**src/design/tlseq_pkg.sv**
```systemverilog
// ----------------------------------------------------------------------------
// tlseq_pkg
// Shared types and constants for the two-road traffic light sequencer:
// phase codes, register map, run modes, manual colors and reset values.
// ----------------------------------------------------------------------------
package tlseq_pkg;

  // Cycle phases
  typedef enum logic [1:0] {
    PH_G1 = 2'd0,
    PH_Y1 = 2'd1,
    PH_G2 = 2'd2,
    PH_Y2 = 2'd3
  } phase_t;

  // Register map (index = byte address / 4)
  localparam int REG_IDX_W = 3;
  typedef enum logic [REG_IDX_W-1:0] {
    REG_GREEN1   = 3'd0,
    REG_YELLOW1  = 3'd1,
    REG_GREEN2   = 3'd2,
    REG_YELLOW2  = 3'd3,
    REG_RUN_MODE = 3'd4,
    REG_MAN_COL  = 3'd5
  } reg_idx_t;

  localparam int ADDR_W = 5;
  localparam int DATA_W = 32;
  localparam int TIME_W = 7;
  localparam int SECS_W = 8;
  localparam int MODE_W = 2;

  // Run modes; the unused code acts as manual hold
  localparam logic [MODE_W-1:0] MODE_NORMAL = 2'd0;
  localparam logic [MODE_W-1:0] MODE_FLASH  = 2'd1;
  localparam logic [MODE_W-1:0] MODE_MANUAL = 2'd2;

  // Manual colors; the unused code acts as all red
  localparam logic [MODE_W-1:0] COL_RED    = 2'd0;
  localparam logic [MODE_W-1:0] COL_GREEN  = 2'd1;
  localparam logic [MODE_W-1:0] COL_YELLOW = 2'd2;

  // Reset values
  localparam logic [TIME_W-1:0] RST_GREEN1  = 7'd25;
  localparam logic [TIME_W-1:0] RST_YELLOW1 = 7'd3;
  localparam logic [TIME_W-1:0] RST_GREEN2  = 7'd20;
  localparam logic [TIME_W-1:0] RST_YELLOW2 = 7'd3;

endpackage

```
**src/design/two_road_traffic_light_sequencer.sv**
```systemverilog
// ----------------------------------------------------------------------------
// two_road_traffic_light_sequencer
// Four-phase two-road light sequencer with seconds countdown, flashing and
// manual modes, configured through an APB-style register port.
// ----------------------------------------------------------------------------
// Result items are registered: each appears in the cycle after its tick item is accepted.
// Throughput: one item per cycle; the result register is refilled in the
//   same cycle it is drained, so only output backpressure stalls input.
// Reset (rst_n low, synchronous): phase road-one green, countdown, prescaler
//   and flash counter zero, registers to their defaults, no result pending.
module two_road_traffic_light_sequencer #(
  parameter int TICKS_PER_SECOND = 20,
  parameter int FLASH_PERIOD     = 40
) (
  input  logic                          clk,
  input  logic                          rst_n,
  // tick items
  input  logic                          in_valid,
  output logic                          in_ready,
  input  logic                          in_tick,
  // result items
  output logic                          out_valid,
  input  logic                          out_ready,
  output logic                          out_road1_red,
  output logic                          out_road1_yellow,
  output logic                          out_road1_green,
  output logic                          out_road2_red,
  output logic                          out_road2_yellow,
  output logic                          out_road2_green,
  output logic [tlseq_pkg::SECS_W-1:0]  out_road1_seconds,
  output logic [tlseq_pkg::SECS_W-1:0]  out_road2_seconds,
  output logic                          out_display_blank,
  output logic [1:0]                    out_current_phase,
  // configuration port
  input  logic                          psel,
  input  logic                          penable,
  input  logic                          pwrite,
  input  logic [tlseq_pkg::ADDR_W-1:0]  paddr,
  input  logic [tlseq_pkg::DATA_W-1:0]  pwdata,
  output logic [tlseq_pkg::DATA_W-1:0]  prdata,
  output logic                          pready
);

  localparam int SUB_W   = $clog2(TICKS_PER_SECOND);
  localparam int FLASH_W = $clog2(FLASH_PERIOD);
  localparam logic [SUB_W-1:0]   SUB_LAST   = SUB_W'(TICKS_PER_SECOND - 1);
  localparam logic [FLASH_W-1:0] FLASH_LAST = FLASH_W'(FLASH_PERIOD - 1);
  localparam logic [FLASH_W-1:0] FLASH_HALF = FLASH_W'(FLASH_PERIOD / 2);

  localparam int TW = tlseq_pkg::TIME_W;
  localparam int SW = tlseq_pkg::SECS_W;
  localparam int MW = tlseq_pkg::MODE_W;

  // Configuration registers
  logic [TW-1:0] green1_r, yellow1_r, green2_r, yellow2_r;
  logic [MW-1:0] run_mode_r, man_col_r;

  // Sequencer state
  tlseq_pkg::phase_t   phase_r, phase_nxt;
  logic [TW-1:0]       secs_r, secs_nxt;
  logic [SUB_W-1:0]    sub_r, sub_nxt;
  logic [FLASH_W-1:0]  flash_r, flash_nxt;

  // Result register
  logic          out_valid_r;
  logic [5:0]    lamps_r, lamps_nxt;   // {r1,y1,g1,r2,y2,g2}
  logic [SW-1:0] secs1_r, secs1_nxt, secs2_r, secs2_nxt;
  logic          blank_r, blank_nxt;
  logic [1:0]    cur_phase_r;

  logic                  accept;
  logic                  cfg_wr;
  tlseq_pkg::reg_idx_t   cfg_idx;
  logic                  manual, flashing;
  logic [SUB_W-1:0]      sub_inc;
  logic [TW-1:0]         secs_dec;
  tlseq_pkg::phase_t     phase_adv;

  assign accept   = in_valid && in_ready;
  assign in_ready = !out_valid_r || out_ready;

  assign pready  = 1'b1;
  assign cfg_wr  = psel && penable && pwrite;
  assign cfg_idx = tlseq_pkg::reg_idx_t'(paddr[tlseq_pkg::ADDR_W-1:2]);

  assign manual   = run_mode_r[1];
  assign flashing = (run_mode_r == tlseq_pkg::MODE_FLASH);

  // Register readback
  always_comb begin
    prdata = '0;
    unique case (cfg_idx)
      tlseq_pkg::REG_GREEN1:   prdata = {{(tlseq_pkg::DATA_W-TW){1'b0}}, green1_r};
      tlseq_pkg::REG_YELLOW1:  prdata = {{(tlseq_pkg::DATA_W-TW){1'b0}}, yellow1_r};
      tlseq_pkg::REG_GREEN2:   prdata = {{(tlseq_pkg::DATA_W-TW){1'b0}}, green2_r};
      tlseq_pkg::REG_YELLOW2:  prdata = {{(tlseq_pkg::DATA_W-TW){1'b0}}, yellow2_r};
      tlseq_pkg::REG_RUN_MODE: prdata = {{(tlseq_pkg::DATA_W-MW){1'b0}}, run_mode_r};
      tlseq_pkg::REG_MAN_COL:  prdata = {{(tlseq_pkg::DATA_W-MW){1'b0}}, man_col_r};
      default:                 prdata = '0;
    endcase
  end

  // Next state for one tick
  always_comb begin
    sub_nxt   = sub_r;
    secs_nxt  = secs_r;
    phase_nxt = phase_r;
    flash_nxt = flash_r;
    sub_inc   = (sub_r == SUB_LAST) ? '0 : sub_r + SUB_W'(1);
    secs_dec  = (sub_inc == '0 && secs_r != '0) ? secs_r - TW'(1) : secs_r;
    phase_adv = tlseq_pkg::phase_t'(phase_r + 2'd1);
    if (in_tick) begin
      if (flashing) begin
        flash_nxt = (flash_r == FLASH_LAST) ? '0 : flash_r + FLASH_W'(1);
      end else if (!manual) begin
        sub_nxt  = sub_inc;
        secs_nxt = secs_dec;
        // countdown done: enter next phase and load its time
        if (secs_dec == '0) begin
          phase_nxt = phase_adv;
          unique case (phase_adv)
            tlseq_pkg::PH_G1: secs_nxt = green1_r;
            tlseq_pkg::PH_Y1: secs_nxt = yellow1_r;
            tlseq_pkg::PH_G2: secs_nxt = green2_r;
            tlseq_pkg::PH_Y2: secs_nxt = yellow2_r;
            default:          secs_nxt = green1_r;
          endcase
        end
      end
    end
  end

  // Lamps and display from the updated state
  always_comb begin
    lamps_nxt = 6'b000000;
    secs1_nxt = '0;
    secs2_nxt = '0;
    blank_nxt = 1'b1;
    if (manual) begin
      case (man_col_r)
        tlseq_pkg::COL_GREEN:  lamps_nxt = 6'b001001;
        tlseq_pkg::COL_YELLOW: lamps_nxt = 6'b010010;
        default:               lamps_nxt = 6'b100100;
      endcase
    end else if (flashing) begin
      lamps_nxt = (flash_nxt < FLASH_HALF) ? 6'b010010 : 6'b000000;
    end else begin
      blank_nxt = 1'b0;
      secs1_nxt = {1'b0, secs_nxt};
      secs2_nxt = {1'b0, secs_nxt};
      unique case (phase_nxt)
        tlseq_pkg::PH_G1: begin
          lamps_nxt = 6'b001100;
          secs2_nxt = SW'(secs_nxt) + SW'(yellow1_r);
        end
        tlseq_pkg::PH_Y1: lamps_nxt = 6'b010100;
        tlseq_pkg::PH_G2: begin
          lamps_nxt = 6'b100001;
          secs1_nxt = SW'(secs_nxt) + SW'(yellow2_r);
        end
        tlseq_pkg::PH_Y2: lamps_nxt = 6'b100010;
        default:          lamps_nxt = 6'b001100;
      endcase
    end
  end

  // Configuration registers
  always_ff @(posedge clk) begin
    if (!rst_n) begin
      green1_r   <= tlseq_pkg::RST_GREEN1;
      yellow1_r  <= tlseq_pkg::RST_YELLOW1;
      green2_r   <= tlseq_pkg::RST_GREEN2;
      yellow2_r  <= tlseq_pkg::RST_YELLOW2;
      run_mode_r <= tlseq_pkg::MODE_NORMAL;
      man_col_r  <= tlseq_pkg::COL_RED;
    end else if (cfg_wr) begin
      unique case (cfg_idx)
        tlseq_pkg::REG_GREEN1:   green1_r   <= pwdata[TW-1:0];
        tlseq_pkg::REG_YELLOW1:  yellow1_r  <= pwdata[TW-1:0];
        tlseq_pkg::REG_GREEN2:   green2_r   <= pwdata[TW-1:0];
        tlseq_pkg::REG_YELLOW2:  yellow2_r  <= pwdata[TW-1:0];
        tlseq_pkg::REG_RUN_MODE: run_mode_r <= pwdata[MW-1:0];
        tlseq_pkg::REG_MAN_COL:  man_col_r  <= pwdata[MW-1:0];
        default: ;
      endcase
    end
  end

  // Sequencer state; a run mode write clears the flash counter
  always_ff @(posedge clk) begin
    if (!rst_n) begin
      phase_r <= tlseq_pkg::PH_G1;
      secs_r  <= '0;
      sub_r   <= '0;
      flash_r <= '0;
    end else begin
      if (accept) begin
        phase_r <= phase_nxt;
        secs_r  <= secs_nxt;
        sub_r   <= sub_nxt;
        flash_r <= flash_nxt;
      end
      if (cfg_wr && cfg_idx == tlseq_pkg::REG_RUN_MODE) begin
        flash_r <= '0;
      end
    end
  end

  // Result register
  always_ff @(posedge clk) begin
    if (!rst_n) begin
      out_valid_r <= 1'b0;
    end else if (accept) begin
      out_valid_r <= 1'b1;
    end else if (out_ready) begin
      out_valid_r <= 1'b0;
    end
  end

  always_ff @(posedge clk) begin
    if (accept) begin
      lamps_r     <= lamps_nxt;
      secs1_r     <= secs1_nxt;
      secs2_r     <= secs2_nxt;
      blank_r     <= blank_nxt;
      cur_phase_r <= phase_nxt;
    end
  end

  assign out_valid         = out_valid_r;
  assign out_road1_red     = lamps_r[5];
  assign out_road1_yellow  = lamps_r[4];
  assign out_road1_green   = lamps_r[3];
  assign out_road2_red     = lamps_r[2];
  assign out_road2_yellow  = lamps_r[1];
  assign out_road2_green   = lamps_r[0];
  assign out_road1_seconds = secs1_r;
  assign out_road2_seconds = secs2_r;
  assign out_display_blank = blank_r;
  assign out_current_phase = cur_phase_r;

endmodule
```
**config.mk**
```make
export PLATFORM = sky130hd
export DESIGN_NAME = two_road_traffic_light_sequencer
export DESIGN_NICKNAME = d
export VERILOG_FILES = /design/src/design/tlseq_pkg.sv /design/src/design/two_road_traffic_light_sequencer.sv
export SDC_FILE = /design/constraint.sdc
export NUM_CORES = 1
export LEC_CHECK = 0
export BUFFER_PORTS_ARGS = -buffer_cell sky130_fd_sc_hd__buf_2
export CAP_MARGIN = 20
export CORE_MARGIN = 2
export CORE_UTILIZATION = 47
export CTS_BUF_LIST = sky130_fd_sc_hd__clkbuf_4 sky130_fd_sc_hd__clkbuf_8
export DETAILED_ROUTE_END_ITERATION = 7
export HOLD_SLACK_MARGIN = 0.06
export PLACE_DENSITY = 0.73
export SLEW_MARGIN = 20
export SYNTH_ARGS = -nofsm -noshare
export SYNTH_HDL_FRONTEND = slang
export SYNTH_SLANG_ARGS = --single-unit
```
**constraint.sdc**
```tcl
create_clock -name clk -period 4.2 [get_ports clk]
set_clock_uncertainty 0.05 [all_clocks]
set_input_delay 0.21 -clock clk [delete_from_list [all_inputs] [get_ports clk]]
set_output_delay 0.21 -clock clk [all_outputs]
set_load 0.05 [all_outputs]
```
==> metrics, run 1 <==
outcome=finished, final reports clean; final cell utilization of the core=0.563; clock buffer count from CTS=9; Synth Flop Type=dfxtp_1; I/O pins=105; Async SR Flop Fraction=0; Switch Pwr=0.685 mW; CTS Sinks=78; Tcrit/Tclk final=0.960; Hold Violations, Final=0; worst r2r src=sub_r[0]$_SDFFE_PN0P_; Clk pwr share=0.310; GR Util All Layers=0.226; gr ovfl total=0; synthesis-stage register bit count=78; Core Footprint=0.0107 mm2; Worst path max stage delay=380 ps; WL final=13100 um; DP Wirelength=9640 um; hold_ws=69.4 ps; port bufs=51; Max Cap Violations=0; row count=38; total number of vias=4623; minimum clock period=4030 ps; Worst Setup End Kind=flip-flop; global-route wire length before repair=20700 um; vias in the first global route=4239; Synth Cell Area=0.00515 mm2; sw frac=0.335; Total Power=2.04 mW; ant diodes=0; Critical path origin=sub_r[0]$_SDFFE_PN0P_; clock latency on the worst-skew pair=370 ps; Worst-Margin Slew=938 ps; Ys Warns=0; CP max FO=14; gpl congestion=0.950; number of setup buffers added after CTS=0; Reg clk slew, reported paths=80 ps; FF-to-FF path depth=16; CTS max path bufs=2; r2r setup slk=170 ps; share of cells above drive strength 1=0.227; initial antenna violation count=0; filler cell count=961; Crit Path Category=flip-flop to flip-flop; Die H=109 um; Max Fclk=248 MHz; Post-synth EDFFs=25; Leak Pwr=2.62 nW; Slowest cell on crit path=fa_2; Routed Antenna Nets=0; Reg-to-Reg End=out_road1_seconds[6]$_SDFFCE_PP0P_; Arrival @ worst endpoint=4100 ps; post-DR vias/cell=5.76; Max Slew Vio Count=0; total iterations of the first detailed-routing run=6; class of the worst hold path=input pin to flip-flop; CP endpoint=out_road1_seconds[6]$_SDFFCE_PP0P_; DRC=0; Root Buffer=clkbuf_8; hold path start=pwdata[2]; H-Tree Level Count=3; CP Cell Sequence=buf_4, a211o_1, a21o_1, a21oi_2, mux2_4, buf_4, nor4_4, nor2_2, fa_2, nor2b_2, o21ai_2, a21oi_2, nor4b_1, a211oi_1, o21bai_1, a2bb2o_1; crit path launch type=flip-flop; die area=0.0118 mm2; max_slew headroom=0.372; internal power=1.36 mW; # setup viols final=0; Comb power frac=0.281; drt initial violations=358; Chip Width=109 um; DR WL/cell=16.3 um; Yosys cell types=67; CTS tree=built; Initial Util=0.480; Sequential Power Share=0.409; Pwr per Cell Area=338 mW/mm2; CP required=4270 ps; cells after synthesis=576; register area share after synthesis=0.352; final-stage net count=731; peak supply drop=194 uV; RSZ-0062 raised after global routing=false; Layout area overhead=17.4%; largest net degree at the start of global routing=35; syn_area_per_cell=8.95 um2
## how the worst min path moves through the flow
| stage | to | cells after the start |
|---|---|---|
| 3_3_place_gp | out_valid$_SDFFE_PN0P_ | 3 |
| 3_5_place_dp | out_valid$_SDFFE_PN0P_ | 3 |
| 4_1_cts | green2_r[2]$_SDFFE_PN1P_ | 3 |
| 6_report | green2_r[2]$_SDFFE_PN1P_ | 3 |
| 5_1_grt | green2_r[2]$_SDFFE_PN1P_ | 3 |
| 2_1_floorplan | secs_r[3]$_SDFFE_PN0P_ | 2 |
## placed cells by master (no fill, tap or decap), types with 3 or more instances in the layout
| cell type | instances |
|---|---|
| nand2_1 | 52 |
| dfxtp_1 | 51 |
| buf_2 | 51 |
| nor2_1 | 45 |
| mux2i_1 | 44 |
| buf_4 | 43 |
| o21ai_0 | 32 |
| a21oi_1 | 29 |
| conb_1 | 26 |
| ha_1 | 25 |
| edfxtp_1 | 25 |
| inv_1 | 22 |
| nor3_1 | 14 |
| xnor2_1 | 13 |
| nand3_1 | 11 |
| nor2b_1 | 11 |
| clkbuf_8 | 10 |
| nand2b_1 | 9 |
| or3_1 | 9 |
| a21o_1 | 7 |
| nor4_1 | 7 |
| a222oi_1 | 7 |
| a211oi_1 | 7 |
| or2_2 | 5 |
| o31ai_1 | 5 |
| or4_1 | 5 |
| mux4_2 | 5 |
| dlygate4sd3_1 | 5 |
| nand4_1 | 4 |
| a21oi_2 | 4 |
| nor4b_1 | 4 |
| o21bai_1 | 4 |
| or4_4 | 3 |
| xor2_1 | 3 |
| a2111oi_0 | 3 |
| nand3b_1 | 3 |
| mux2_2 | 3 |
| a31oi_1 | 3 |
| o22ai_1 | 3 |
## layer usage
metal	global-route usage	vias up	wire length [um]
met5	0	-	0
met4	0.0998	0	325
met3	0.0377	31	900
met2	0.380	191	6230
met1	0.285	2201	5650
li1	-	2200	-
## power by group through the flow
stage	clock network (mW)	registers (mW)	logic, mW
after floorplan	0	0.947	0.331
after global placement	0	0.852	0.532
after detailed placement	0	0.854	0.540
after CTS	0.641	0.837	0.550
after global routing	0.676	0.841	0.614
final	0.633	0.837	0.575
## cell families (layout without fill, tap and decap cells)
kind of cell / Yosys count / count (layout) / synth area share
AO/OA/AOI/OAI: 124 / 124 / 0.155
XOR/XNOR: 16 / 16 / 0.0272
adder cells (fa/ha/maj): 28 / 28 / 0.0709
buffers and inverters: 76 / 138 / 0.0794
flip-flops: 78 / 78 / 0.352
multiplexers: 53 / 53 / 0.117
other: 2 / 26 / 0.00146
AND/OR/NAND/NOR: 199 / 199 / 0.198
## state kept, by name, summed over array words and instances (netlist names)
| name | flops |
|---|---|
| run_mode_r | 2 |
| green1_r | 7 |
| green2_r | 7 |
| out_road1_seconds | 8 |
| man_col_r | 2 |
| out_valid | 1 |
| yellow2_r | 7 |
| secs_r | 7 |
| yellow1_r | 7 |
| out_road2_seconds | 8 |
| phase_r | 2 |
| sub_r | 5 |
| out_current_phase | 2 |
| out_display_blank | 1 |
| flash_r | 6 |
| lamps_r | 6 |
## synthesized netlist by cell type, drive strengths merged (2+ instances only)
cell / number / share of area
o22ai: 3 / 0.0036
nor2b: 12 / 0.015
buf: 35 / 0.049
inv: 23 / 0.017
nand3b: 3 / 0.0044
a211o: 3 / 0.0053
nand2b: 10 / 0.012
a222oi: 7 / 0.014
xor2: 3 / 0.0051
nand2: 52 / 0.038
or4: 8 / 0.013
ha: 26 / 0.063
nor4: 9 / 0.011
a211oi: 8 / 0.012
nor4b: 4 / 0.0068
conb: 2 / 0.0015
or3: 9 / 0.011
mux2i: 44 / 0.085
nor2: 47 / 0.035
dfxtp: 53 / 0.21
nor3b: 3 / 0.0053
mux4: 5 / 0.022
o21ai: 34 / 0.033
fa: 2 / 0.0078
nand3: 11 / 0.011
nand4: 4 / 0.0049
clkbuf: 17 / 0.013
mux2: 4 / 0.0095
o31ai: 5 / 0.0073
a21o: 8 / 0.012
nor3: 14 / 0.014
a31oi: 4 / 0.0049
xnor2: 13 / 0.022
o211ai: 2 / 0.0029
a21oi: 33 / 0.032
edfxtp: 25 / 0.15
and2: 2 / 0.0024
a2111oi: 3 / 0.0051
o21bai: 4 / 0.0058
or2: 7 / 0.0085
## final cells by class
class	instances	area, um2	area share
Sequential cell	78	1810	0.300
Tap cell	140	175	0.0289
Multi-Input combinational cell	446	3120	0.516
Clock inverter	5	82.6	0.0136
Timing Repair Buffer	99	628	0.104
Inverter	24	90.1	0.0149
Clock buffer	10	138	0.0227
## worst max-delay path, delay by kind of cell, from the launching register on
kind | cells | cell delay (ps)
fa+ha+maj | 1 | 380
simple gates | 4 | 680
flops | 1 | 340
mux | 1 | 340
buf+inv | 2 | 340
compound gates | 8 | 1650
## per-stage QoR
step | std cells | setup WS (ps) | setup TNS, ps | area (um2)
5_1_grt | 802 | 12.2 | 0 | 6050
2_1_floorplan | 600 | 52.5 | 0 | 5240
4_1_cts | 802 | 5.65 | 0 | 5980
3_5_place_dp | 782 | -107 | -107 | 5680
6_report | 802 | 168 | 0 | 6050
3_3_place_gp | 782 | 14.1 | 0 | 5680
## what timing repair did
item / 4_1_cts / 5_1_grt
hold buffers: 5 / 0
setup endpoints to repair: 1 / 6
hold endpoints to repair: 6 / 0
resized for setup: 6 / 18
pin swaps: 1 / 5
No activity file was read; power rests on OpenSTA's default activity.
==> run 2: changes to the inputs <==
--- a/config.mk
+++ b/config.mk
@@ -8,11 +8,10 @@
 export BUFFER_PORTS_ARGS = -buffer_cell sky130_fd_sc_hd__buf_2
 export CAP_MARGIN = 20
 export CORE_MARGIN = 2
-export CORE_UTILIZATION = 47
+export CORE_UTILIZATION = 40
 export CTS_BUF_LIST = sky130_fd_sc_hd__clkbuf_4 sky130_fd_sc_hd__clkbuf_8
 export DETAILED_ROUTE_END_ITERATION = 7
 export HOLD_SLACK_MARGIN = 0.06
-export PLACE_DENSITY = 0.73
 export SLEW_MARGIN = 20
 export SYNTH_ARGS = -nofsm -noshare
 export SYNTH_HDL_FRONTEND = slang
==> run 2 against run 1 <==
  * Global-route usage is 2.2 points lower
  * Sequential share of layout area is 0.066 points higher
  * Hold slack better by 20 ps
  * Highest routed layer unchanged
  * Non-clock buffer count is 3 lower
  * Fmax is 0.30% lower
  * Combinational power is 0.7% lower
  * Routed wire length is 2.4% higher
  * Worst setup slack worse by 12 ps
  * Clock power is 15% lower
  * Total power is 4.7% lower
  * Critical endpoint unchanged
  * Register-to-register slack hardly changed
  * Sequential cell count stayed put
==> metrics, run 2 (synthesized netlist as in run 1, its figures left out) <==
Die H=118 um; worst r2r src=sub_r[1]$_SDFFE_PN0P_; post-DR vias/cell=5.38; Pwr per Cell Area=322 mW/mm2; Root Buffer=clkbuf_8; CTS max path bufs=2; initial antenna violation count=0; global-route wire length before repair=22400 um; vias in the first global route=4382; max_slew headroom=0.351; Max Slew Vio Count=0; total iterations of the first detailed-routing run=5; CP max FO=8; Initial Util=0.408; design area=0.00605 mm2; I/O pins=105; gr ovfl total=0; Slowest cell on crit path=or4_4; Arrival @ worst endpoint=4120 ps; r2r setup slk=160 ps; FF-to-FF path depth=15; Layout area overhead=17.3%; most common cell after layout, fill and taps aside=nand2_1; row count=41; RSZ-0062 raised after global routing=true; Chip Width=118 um; hold_ws=89.2 ps; largest net degree at the start of global routing=35; Routed Antenna Nets=0; Crit Path Category=flip-flop to flip-flop; minimum clock period=4040 ps; Layout Cells excl Fill=832; most frequent cells in the layout=nand2_1 (52), buf_2 (51), dfxtp_1 (49), nor2_1 (45), mux2i_1 (44); peak supply drop=193 uV; crit path launch type=flip-flop; hold path start=pwdata[1]; Worst path max stage delay=520 ps; placed insts=809; CP Buf/Inv Count=2; final-stage net count=728; DP Wirelength=10100 um; Max Fclk=247 MHz; class of the worst hold path=input pin to flip-flop; Reg-to-Reg End=out_road1_seconds[6]$_SDFFCE_PP0P_; clock buffer count from CTS=9; Cell Area, Placed=0.00568 mm2; CTS tree=built; share of cells above drive strength 1=0.226; Core Footprint=0.0126 mm2; Tcrit/Tclk final=0.963; DRC=0; Hold Violations, Final=0; die area=0.0138 mm2; Leak Pwr=2.60 nW; Worst Setup End Kind=flip-flop; GR Util All Layers=0.204; outcome=finished, final reports clean; Reg clk slew, reported paths=80 ps; CP Cell Sequence=ha_2, nand2_1, or4_4, buf_4, a211oi_2, nand2b_4, buf_4, nor4_1, or2_2, ha_1, a22oi_1, o21ai_1, a211oi_2, o21bai_1, a2bb2o_1; Worst-Margin Slew=970 ps; H-Tree Level Count=3; DR WL/cell=16.1 um; # setup viols final=0; ant diodes=0; Top delay family on crit path=compound AO/OA/AOI/OAI gates; Cells on Worst Hold Path=3; gpl congestion=0.879; CTS Sinks=78; WL final=13400 um; clock latency on the worst-skew pair=390 ps; total number of vias=4480; Total Power=1.95 mW; CP required=4280 ps; Max Cap Violations=0; drt initial violations=350; port bufs=51; Hold Crit Endpoint=man_col_r[1]$_SDFFE_PN0P_
==> run 2: through the flow <==
stage          TNS [ps]  setup WS, ps   util
6_report              0           156  0.479
3_5_place_dp       -229          -229  0.450
5_1_grt            -163         -90.4  0.479
4_1_cts               0          54.5  0.474
2_1_floorplan         0          52.5      -
3_3_place_gp       -112          -112  0.450
==> run 2: layout make-up <==
class,instances,area [um2]
Clock inverter,6,45.0
Multi-Input combinational cell,446,3130
Fill cell,1253,6570
Clock buffer,10,138
Timing Repair Buffer,96,608
Inverter,24,90.1
Sequential cell,78,1820
Tap cell,172,215
==> run 2: power by group <==
part / total, mW / leakage [nW] / internal (mW) / switching (mW)
Clock: 0.540 / 0.0970 / 0.235 / 0.305
Combinational: 0.571 / 1.82 / 0.189 / 0.383
Sequential: 0.838 / 0.678 / 0.822 / 0.0159
Total: 1.95 / 2.60 / 1.25 / 0.704
==> run 2: timing repair <==
item | in CTS | in global routing
pin swaps | 4 | 4
gates cloned | 0 | 0
endpoints found under the hold margin | 19 | 0
setup endpoints to repair | 3 | 4
hold buffers | 6 | 0
setup buffers | 0 | 1
gates resized for setup | 15 | 13
==> run 2: how the worst max path moves through the flow <==
stage               slack [ps]                  start  depth (start not counted)                            endpoint
finish                     160  sub_r[1]$_SDFFE_PN0P_                         15  out_road1_seconds[6]$_SDFFCE_PP0P_
global route               -90  sub_r[1]$_SDFFE_PN0P_                         16  out_road1_seconds[6]$_SDFFCE_PP0P_
CTS                         50  sub_r[0]$_SDFFE_PN0P_                         17  out_road1_seconds[6]$_SDFFCE_PP0P_
detailed placement        -230  sub_r[1]$_SDFFE_PN0P_                         17  out_road1_seconds[6]$_SDFFCE_PP0P_
global placement          -110  sub_r[1]$_SDFFE_PN0P_                         17  out_road1_seconds[6]$_SDFFCE_PP0P_
floorplan                   50  sub_r[0]$_SDFFE_PN0P_                         18  out_road1_seconds[6]$_SDFFCE_PP0P_
==> run 2: layer usage <==
layer	track usage	up-vias	share of wire
met5	0	-	0
met4	0.0843	0	0.022
met2	0.324	159	0.45
met1	0.275	2103	0.47
met3	0.0368	22	0.059
li1	-	2196	-
==> run 2: worst register-to-register path, cell delays in order (launching register included) <==
cell      delay [ps]
dfxtp_2          410
ha_2             220
nand2_1           80
or4_4            520
buf_4            170
a211oi_2         260
nand2b_4         230
buf_4            180
nor4_1            70
or2_2            350
ha_1             250
a22oi_1          210
o21ai_1          120
a211oi_2         260
o21bai_1         140
a2bb2o_1         290
